`src/smpq_pkg.sv`:
```
`timescale 1ns / 1ps

package smpq_pkg;

    localparam int DEF_DEPTH = 16;
    localparam int VALUE_W   = 32;
    localparam int COUNT_W   = 5;
    localparam int STATUS_W  = 2;

    localparam logic CMD_INSERT = 1'b0;
    localparam logic CMD_REMOVE = 1'b1;

    localparam logic [STATUS_W-1:0] ST_OK       = 2'd0;
    localparam logic [STATUS_W-1:0] ST_RM_EMPTY = 2'd1;
    localparam logic [STATUS_W-1:0] ST_INS_FULL = 2'd2;

    // Operation broadcast to every cell of the chain.
    typedef struct packed {
        logic                       ins;
        logic                       rem;
        logic signed [VALUE_W-1:0]  value;
    } t_cell_ctl;

endpackage

```
`src/smpq_cell.sv`:
```
`timescale 1ns / 1ps

module smpq_cell (
    input  logic                               i_clk,
    input  smpq_pkg::t_cell_ctl                i_ctl,
    input  logic                               i_occupied,
    input  logic                               i_prev_go,
    input  logic signed [smpq_pkg::VALUE_W-1:0] i_prev_value,
    input  logic signed [smpq_pkg::VALUE_W-1:0] i_next_value,
    output logic                               o_go,
    output logic signed [smpq_pkg::VALUE_W-1:0] o_value,
    output logic signed [smpq_pkg::VALUE_W-1:0] o_next_value
);
    import smpq_pkg::*;

    logic signed [VALUE_W-1:0] r_value;
    logic signed [VALUE_W-1:0] n_value;

    // An empty cell or a smaller entry gives way to the new value; equal entries stay ahead.
    assign o_go = !i_occupied || (r_value < i_ctl.value);

    always_comb begin
        n_value = r_value;
        if (i_ctl.ins) begin
            if (i_prev_go) begin
                n_value = i_prev_value;
            end else if (o_go) begin
                n_value = i_ctl.value;
            end
        end else if (i_ctl.rem) begin
            n_value = i_next_value;
        end
    end

    always_ff @(posedge i_clk) begin
        r_value <= n_value;
    end

    assign o_value      = r_value;
    assign o_next_value = n_value;

endmodule

```
`src/sorted_max_priority_queue.sv`:
```
`timescale 1ns / 1ps
// Channel   Direction  Handshake          Payload
// command   in         i_valid / o_stall  i_cmd, i_value
// result    out        o_valid / i_stall  o_top_value, o_entry_count, o_is_empty, o_status
//
// One transaction per cycle while o_stall is low: every cell of the chain compares the
// value and shifts in the same cycle, and the result register is loaded at the edge
// that accepts.
// Reset clears the entry count and the result valid; cell contents are not reset.
// A command is stalled only while a result waits and the result side stalls.

module sorted_max_priority_queue #(
    parameter int DEPTH = smpq_pkg::DEF_DEPTH
) (
    input  logic                                 i_clk,
    input  logic                                 i_rst_n,
    input  logic                                 i_valid,
    output logic                                 o_stall,
    input  logic                                 i_cmd,
    input  logic signed [smpq_pkg::VALUE_W-1:0]  i_value,
    output logic                                 o_valid,
    input  logic                                 i_stall,
    output logic signed [smpq_pkg::VALUE_W-1:0]  o_top_value,
    output logic        [smpq_pkg::COUNT_W-1:0]  o_entry_count,
    output logic                                 o_is_empty,
    output logic        [smpq_pkg::STATUS_W-1:0] o_status
);
    import smpq_pkg::*;

    localparam int CNT_W = $clog2(DEPTH + 1);

    logic [CNT_W-1:0]    r_count;
    logic [CNT_W-1:0]    n_count;
    logic                r_out_valid;
    logic signed [VALUE_W-1:0] r_top_value;
    logic [COUNT_W-1:0]  r_entry_count;
    logic                r_is_empty;
    logic [STATUS_W-1:0] r_status;

    logic                accept;
    logic                full;
    logic                empty;
    logic [STATUS_W-1:0] status;
    t_cell_ctl           ctl;
    logic [CNT_W+COUNT_W-1:0] count_ext;

    logic [DEPTH-1:0]                 occ;
    logic [DEPTH-1:0]                 go;
    logic signed [VALUE_W-1:0]        val      [DEPTH];
    logic signed [VALUE_W-1:0]        next_val [DEPTH];

    assign accept = i_valid && !o_stall;
    assign o_stall = r_out_valid && i_stall;
    assign full  = (r_count == CNT_W'(DEPTH));
    assign empty = (r_count == '0);

    always_comb begin
        ctl.value = i_value;
        ctl.ins   = 1'b0;
        ctl.rem   = 1'b0;
        status    = ST_OK;
        n_count   = r_count;
        if (accept) begin
            if (i_cmd == CMD_INSERT) begin
                if (full) begin
                    status = ST_INS_FULL;
                end else begin
                    ctl.ins = 1'b1;
                    n_count = r_count + CNT_W'(1);
                end
            end else begin
                if (empty) begin
                    status = ST_RM_EMPTY;
                end else begin
                    ctl.rem = 1'b1;
                    n_count = r_count - CNT_W'(1);
                end
            end
        end
    end

    genvar gi;
    generate
        for (gi = 0; gi < DEPTH; gi++) begin : g_cell
            logic                      prev_go;
            logic signed [VALUE_W-1:0] prev_value;
            logic signed [VALUE_W-1:0] below_value;

            assign occ[gi] = (r_count > CNT_W'(gi));

            if (gi == 0) begin : g_head
                assign prev_go    = 1'b0;
                assign prev_value = '0;
            end else begin : g_body
                assign prev_go    = go[gi-1];
                assign prev_value = val[gi-1];
            end

            if (gi == DEPTH - 1) begin : g_tail
                assign below_value = '0;
            end else begin : g_mid
                assign below_value = val[gi+1];
            end

            smpq_cell u_cell (
                .i_clk        (i_clk),
                .i_ctl        (ctl),
                .i_occupied   (occ[gi]),
                .i_prev_go    (prev_go),
                .i_prev_value (prev_value),
                .i_next_value (below_value),
                .o_go         (go[gi]),
                .o_value      (val[gi]),
                .o_next_value (next_val[gi])
            );
        end
    endgenerate

    assign count_ext = (CNT_W + COUNT_W)'(n_count);

    always_ff @(posedge i_clk) begin
        if (!i_rst_n) begin
            r_count     <= '0;
            r_out_valid <= 1'b0;
        end else begin
            r_count <= n_count;
            if (accept) begin
                r_out_valid <= 1'b1;
            end else if (!i_stall) begin
                r_out_valid <= 1'b0;
            end
        end
    end

    always_ff @(posedge i_clk) begin
        if (accept) begin
            r_top_value   <= (n_count != '0) ? next_val[0] : '0;
            r_entry_count <= count_ext[COUNT_W-1:0];
            r_is_empty    <= (n_count == '0);
            r_status      <= status;
        end
    end

    assign o_valid       = r_out_valid;
    assign o_top_value   = r_top_value;
    assign o_entry_count = r_entry_count;
    assign o_is_empty    = r_is_empty;
    assign o_status      = r_status;

`ifndef SYNTHESIS
    a_count_bound: assert property (@(posedge i_clk) disable iff (!i_rst_n)
        r_count <= CNT_W'(DEPTH))
        else $error("entry count exceeds depth");

    a_empty_top: assert property (@(posedge i_clk) disable iff (!i_rst_n)
        (o_valid && o_is_empty) |-> (o_top_value == '0))
        else $error("empty result with nonzero top value");

    a_rm_empty: assert property (@(posedge i_clk) disable iff (!i_rst_n)
        (accept && i_cmd == CMD_REMOVE && empty) |=>
            (o_valid && o_status == ST_RM_EMPTY && o_is_empty))
        else $error("remove on empty not reported");

    a_ins_full: assert property (@(posedge i_clk) disable iff (!i_rst_n)
        (accept && i_cmd == CMD_INSERT && full) |=>
            (o_status == ST_INS_FULL && $stable(r_count)))
        else $error("insert on full changed the queue");
`endif

endmodule

```
`config.mk`:
```
export PLATFORM = sky130hd
export DESIGN_NAME = sorted_max_priority_queue
export DESIGN_NICKNAME = d
export VERILOG_FILES = /design/src/smpq_pkg.sv /design/src/smpq_cell.sv /design/src/sorted_max_priority_queue.sv
export SDC_FILE = /design/constraint.sdc
export NUM_CORES = 2
export LEC_CHECK = 0
export BUFFER_PORTS_ARGS = -buffer_cell sky130_fd_sc_hd__buf_2
export CELL_PAD_IN_SITES_DETAIL_PLACEMENT = 2
export CELL_PAD_IN_SITES_GLOBAL_PLACEMENT = 2
export CORE_UTILIZATION = 42
export CTS_CLUSTER_SIZE = 30
export DETAILED_ROUTE_END_ITERATION = 6
export PLACE_DENSITY = 0.85
export REMOVE_ABC_BUFFERS = 1
export SYNTH_ARGS = -nofsm -noshare
export SYNTH_HDL_FRONTEND = slang
export SYNTH_SLANG_ARGS = --single-unit
```
`constraint.sdc`:
```
create_clock -name i_clk -period 6 [get_ports i_clk]
set_clock_uncertainty 0.2 [all_clocks]
set_input_delay 0 -clock i_clk [delete_from_list [all_inputs] [get_ports i_clk]]
set_output_delay 0 -clock i_clk [all_outputs]
set_load 0.03 [all_outputs]
```
# After elaboration in Yosys (flattened, before gate mapping)
# Index checks and enable logic that the tools add are counted.
[word_totals]
input_bits = 37
ff_bits = 558
[op_classes]
n_reduce_logical = 54
n_mux = 77
eq_ne = 17
n_lt_le_gt_ge = 32
add_sub_neg = 2
[ops]
columns = ["op", "count"]
rows = [
  ["32-bit two-way mux", 63],
  ["32-bit < comparator", 16],
  ["3-bit by 1-bit != test with 1-bit output, second input constant", 15],
  ["5-bit by 4-bit greater-than comparator with 1-bit output, second input constant", 8],
  ["2-bit AND reduction", 15],
  ["5-bit by 3-bit greater-than comparator with 1-bit output, second input constant", 4],
  ["5-bit two-way mux", 4],
  ["1-bit logical NOT", 17],
  ["1-bit logical OR", 16],
  ["5-bit by 1-bit greater-than comparator with 1-bit output, second input constant", 2],
  ["5-bit by 2-bit greater-than comparator with 1-bit output, second input constant", 2],
  ["5-bit logical NOT", 2],
  ["1-bit two-way mux", 7],
  ["2-bit two-way mux", 3],
  ["5-bit by 1-bit adder with 5-bit output, second input constant", 1],
  ["5-bit equality test, second input constant", 1],
  ["5-bit nonzero test", 1],
  ["5-bit by 1-bit subtractor with 5-bit output, second input constant", 1],
  ["1-bit logical AND", 2],
  ["2-bit by 1-bit != test with 1-bit output, second input constant", 1],
  ["2-bit nonzero test", 1],
]

# Longest topological paths before layout
[depth]
word_depth = 6
depth_mapped = 13
depth_no_buf = 10

# Modules after synthesis
# From an unflattened synthesis, not the netlist that was laid out.
[hier_totals]
hier_cells = 6306
hier_area_um2 = 51104.0
[modules_own_cells]
columns = ["mod", "area_each_um2", "n_inst", "cells_per_inst", "seq_area_each_um2"]
rows = [
  ["smpq_cell", 3049.2, 16, 383, 640.6],
  ["sorted_max_priority_queue", 2317.2, 1, 178, 1321.3],
]

# Worst setup path after synthesis
# No wires, ideal clock.
[synth_path]
path_type = "register to register"
startpoint = "reg r_out_valid (netlist: o_valid)"
endpoint = "reg g_cell[12].u_cell.r_value[0] (enable)"
required_time_ps = 5368
t_arrival_ps = 4632
stages_incl_launch_ff = 9
synth_period_minus_slack_ps = 5264
setup_ps = 432
setup_slack_ps = 736
path_buffers = 3
cell_sequence = "dfxtp_1 a21bo_2 clkinv_1 nand3b_2 clkbuf_1 clkbuf_1 clkbuf_1 nor2_1 a21oi_1"
[synth_between]
elab_chain_len = 6
elab_cells_between_ends = 7
[synth_rtl]
columns = ["element", "line_no", "rtl"]
rows = [
  ["from (decl)", "sorted_max_priority_queue.sv:34", "logic r_out_valid;"],
  ["from (signal assigned)", "sorted_max_priority_queue.sv:124", "r_out_valid <= 1'b0;"],
  ["from (signal assigned)", "sorted_max_priority_queue.sv:128", "r_out_valid <= 1'b1;"],
  ["from (signal assigned)", "sorted_max_priority_queue.sv:130", "r_out_valid <= 1'b0;"],
  ["1-bit logical AND (*)", "sorted_max_priority_queue.sv:53", "assign o_stall = r_out_valid && i_stall;"],
  ["1-bit logical NOT (*)", "sorted_max_priority_queue.sv:52", "assign accept = i_valid && !o_stall;"],
  ["1-bit logical AND (*)", "sorted_max_priority_queue.sv:52", ""],
  ["via accept", "sorted_max_priority_queue.sv:40", "logic accept;"],
  ["2-bit two-way mux (*)", "sorted_max_priority_queue.sv:63", "if (accept) begin"],
  ["3-bit by 1-bit != test with 1-bit output (no line) / 2-bit nonzero test (equally long branches)", "-", ""],
  ["2-bit AND reduction (no line) (*)", "-", ""],
  ["to (signal assigned)", "smpq_cell.sv:36", "r_value <= n_value;"],
  ["to (decl)", "smpq_cell.sv:16", "logic signed [VALUE_W-1:0] r_value;"],
]
# The timed path passes the listed nets; every way through them passes the cells marked *.
# A chain may end at the register's enable or synchronous reset.

# Worst setup path in the final report
[layout_path]
startpoint = "in i_value[31] (netlist bit)"
endpoint = "reg g_cell[1].u_cell.r_value[30], data pin"
[layout_between]
elab_chain_len = 4
[layout_rtl]
columns = ["element", "line_no", "rtl"]
rows = [
  ["from (decl)", "sorted_max_priority_queue.sv:20", "input logic signed [smpq_pkg::VALUE_W-1:0] i_value,"],
  ["32-bit < comparator", "smpq_cell.sv:20", "assign o_go = !i_occupied || (r_value < i_ctl.value);"],
  ["1-bit logical OR", "smpq_cell.sv:20", ""],
  ["32-bit two-way mux", "smpq_cell.sv:25", "if (i_prev_go) begin"],
  ["32-bit two-way mux", "smpq_cell.sv:24", "if (i_ctl.ins) begin"],
  ["via g_cell[1].u_cell.o_next_value (one bit)", "smpq_cell.sv:12", "output logic signed [smpq_pkg::VALUE_W-1:0] o_next_value"],
  ["to (signal assigned)", "smpq_cell.sv:36", ""],
  ["to (decl)", "smpq_cell.sv:16", ""],
]
# The timed path passes the listed nets, and every way through them passes these cells.

==> flow_metrics.py <==
metrics = {
    "yosys": {
        "synth_top_family_by_area": "compound AO/OA/AOI/OAI gates",
        "ys_top_cells_by_area": "edfxtp_1, ha_1, mux2i_1, o21ai_0, a21oi_1",
        "synthXorXnorAreaFrac_pct": 0.0881,
        "synthCells": 4053,
        "ys_ff_latch": 558,
        "synth_top_cell_area_share_pct": 39.3,
        "ys_async_sr_fraction_pct": 0,
        "synth_cell_types": 73,
        "synth_top_area_cell": "edfxtp_1",
        "synth_edf_count": 520,
        "synthMuxAreaShare_pct": 7.37,
        "synthAdderAreaFrac_pct": 15.8,
        "avgSynthCellArea_um2": 9.82,
        "synth-simple-area-share_pct": 12.7,
        "ys.flop_type": "edfxtp_1",
        "yosysSeqAreaShare_pct": 41.2,
        "synth.cell_area_um2": 39800,
        "synth_compound_area_share_pct": 19.2,
        "ys_warn_count": 0,
    },
    "worst_setup_path": {
        "critPathSlowestCell": "a311oi_1",
        "reg2reg_depth": 10,
        "critPathLaunch": "i_value[31]",
        "required_ns": 6.19,
        "crit_path_max_fanout": 32,
        "crit_end": "g_cell[1].u_cell.o_value[30]$_DFFE_PP_",
        "reg2reg_from": "g_cell[0].u_cell.o_value[31]$_DFF_P_",
        "endpoint_kind": "flop",
        "r2r_setup_slack_ns": 0.08,
        "cpPeakStageDelay_ns": 0.97,
        "cp_common_cell": "o21ai_0",
        "cp.arrival_ns": 6.13,
        "worstSetupPathType": "input port to flop",
        "reg2reg_to": "g_cell[1].u_cell.o_value[30]$_DFFE_PP_",
        "start_kind": "input port",
        "crit_chain": "dlygate4sd3_1, buf_2, inv_1, ha_1, nand4_1, nor4_1, o21ai_0, a311oi_1, o221a_2, nor2_4, buf_4, mux2i_1, o21ai_0",
    },
    "floorplan": {
        "io_pins": 79,
        "die_y_um": 310,
        "start_util_pct": 42.5,
        "rows": 112,
        "die_w_um": 310,
        "core_area_um2": 93600,
        "dieArea_um2": 96000,
    },
    "clock_tree": {
        "h-tree-depth": 3,
        "insertion_delay_ns": 0.68,
        "cts_made_buffers": 70,
        "clock_sinks": 558,
        "root_buffer": "clkbuf_16",
        "clkTransAtPathRegs_ns": 0.07,
        "cts_resized": 0,
        "cts_tree": "built",
        "clk_path_buf_depth": 3,
    },
    "final_layout": {
        "syn_to_final_growth_pct": 11.7,
        "diodes": 0,
        "fill_cells": 9674,
        "drive_gt1_share_pct": 8.58,
        "multiInputGateArea_um2": 22300,
        "final_nets": 4591,
        "ff_latch_area_um2": 16400,
        "finalCoreUtilization_pct": 47.5,
        "layoutNonFillerInstCount": 5357,
    },
    "power": {
        "power_leakage_nw": 17.7,
        "combPwrFrac_pct": 30.4,
        "p_per_area_nw_per_um2": 333,
        "power_switching_mw": 5.67,
        "clkPwrFrac_pct": 31.3,
        "ir_drop_v": 0.000216,
        "p_seq_share_pct": 38.3,
        "swShare_pct": 38.3,
        "p_int_mw": 9.12,
    },
    "placed_design": {
        "portBuffers": 78,
        "placed_cells": 5196,
        "gp_congestion": 0.882,
        "place_hpwl_mm": 114,
    },
    "routing": {
        "vias": 38200,
        "wl_per_cell_um": 35.6,
        "wl_mm": 191,
        "drc_errors": 0,
        "viasPerCell": 7.14,
        "detail-route-antenna-nets": 0,
        "drtIter0Drc": 3977,
        "dr.pass1.iters": 6,
    },
    "timing": {
        "finalHoldViolCount": 0,
        "fmax_ghz": 0.168,
        "period_minus_slack_ns": 5.95,
        "setup_violations": 0,
        "worst_pin_slew_ns": 1.17,
        "slew_headroom_pct": 21.4,
        "fin_crit_sh_pct": 99.1,
        "rsz0062_at_grt": "false",
        "slew_viol_final": 0,
    },
    "global_route": {
        "grt_pass1_wl_mm": 281,
        "antenna_found_initial": 4,
        "grt_max_degree": 214,
        "grtUsageTotal_pct": 39.1,
        "grt_overflow": 0,
        "grt_pass1_vias": 41900,
    },
    "min_path": {
        "hp-class": "input port to flop",
    },
    "run": {
        "drv_cap": 0,
    },
    "status": {
        "outcome": "finished, final reports clean",
    },
}
==> worst min path at each step <==
stage | cells past startpoint | slack (ns) | startpoint | to
global placement | 2 | 0.03 | i_valid | o_valid$_SDFFE_PN0P_
global route | 3 | 0.06 | i_rst_n | r_count[2]$_SDFF_PN0_
detailed placement | 2 | 0.05 | i_valid | o_valid$_SDFFE_PN0P_
finish | 3 | 0.03 | i_rst_n | r_count[3]$_SDFF_PN0_
CTS | 3 | 0.004 | i_rst_n | r_count[3]$_SDFF_PN0_
floorplan | 1 | -0.08 | i_rst_n | o_valid$_SDFFE_PN0P_
==> layout make-up <==
type,count,share of cell area [%]
Clock buffer,94,4.47
Clock inverter,28,0.735
Inverter,48,0.406
Multi-Input combinational cell,3142,50.1
Sequential cell,558,36.9
Tap cell,1254,3.53
Timing Repair Buffer,233,3.88
==> timing repair <==
item	in CTS	in global routing
endpoints found under the hold margin	516	0
endpoints found under the setup margin	0	0
buffers inserted	0	0
hold buffers	38	0
==> power by group through the flow <==
stage / Clock [mW] / Sequential (mW) / Combinational (mW)
global route: 4.73 / 5.69 / 4.67
finish: 4.63 / 5.67 / 4.49
global placement: 0 / 5.62 / 3.50
floorplan: 0 / 5.55 / 2.45
detailed placement: 0 / 5.65 / 3.89
CTS: 4.57 / 5.61 / 4.16
==> layout by cell type, fill, tap and decap left out, types with 47 or more instances in the layout <==
master     instances
buf_2             78
a221o_1           65
nand3_1           87
nor2_1           327
o21ai_0          349
nand4_1           92
buf_4            111
nor2b_1           47
ha_1             501
a21o_1            86
nand2_1          411
a31oi_1          103
o211ai_1          79
clkbuf_16         74
a21oi_1          317
mux2i_1          256
inv_1             47
edfxtp_1         520
==> sequential cells by signal, summed over array words and instances, names as in the netlist <==
register               count
o_valid                    1
o_is_empty                 1
g_cell.u_cell.o_value    512
r_count                    5
o_status                   2
o_top_value               32
o_entry_count              5
==> kinds of logic (layout without fill, tap and decap cells) <==
kind of cell | Yosys count | after routing
buffers and inverters | 353 | 403
XOR/XNOR | 4 | 4
multiplexers | 289 | 289
AO/OA/AOI/OAI | 1229 | 1229
flip-flops | 558 | 558
adder cells (fa/ha/maj) | 501 | 501
AND/OR/NAND/NOR | 1119 | 1119
==> Yosys cell counts (all sizes together), types with 4 or more instances <==
cell / number
a41oi: 6
o211a: 4
and3: 8
mux2i: 258
a221oi: 13
o21ai: 375
mux2: 31
dfxtp: 38
o311a: 4
a21o: 86
a21oi: 327
a31oi: 110
nor4: 9
o22ai: 8
edfxtp: 520
and2: 37
a211o: 5
nand3: 87
nand2: 412
and4: 12
a221o: 65
nor3: 49
nand2b: 17
a2111oi: 12
nor2b: 47
o21a: 14
o32ai: 32
nand4: 92
o31ai: 37
nor3b: 5
buf: 77
nor2: 332
o211ai: 79
inv: 47
ha: 501
a211oi: 28
clkbuf: 228
==> per-stage QoR <==
step | area (µm²) | hold slack [ns] | power [mW] | worst slack (ns) | setup TNS, ns
global placement | 41700 | 0.0255 | 9.12 | 1.18 | 0
CTS | 44400 | 0.00390 | 14.3 | 0.710 | 0
detailed placement | 41700 | 0.0487 | 9.54 | 0.804 | 0
floorplan | 38500 | -0.0822 | 8.00 | -16.54 | -9215.18
global route | 44400 | 0.0601 | 15.1 | 0.0390 | 0
finish | 44400 | 0.0301 | 14.8 | 0.0547 | 0
==> layer usage <==
layer,vias up,wire [µm],GRT usage [%]
met5,-,49,0
met4,8,16500,30.5
met3,996,14000,7.14
met2,2351,91200,65.2
met1,19400,68800,44.3
li1,15500,-,-
==> critical path: cells and delay by family <==
family	cells	cell delay (ns)
compound gates	4	2.31
fa+ha+maj	1	0.70
buf+inv	4	1.59
mux	1	0.21
simple gates	3	1.31
Note: power is estimated with default switching activity, not from simulation.
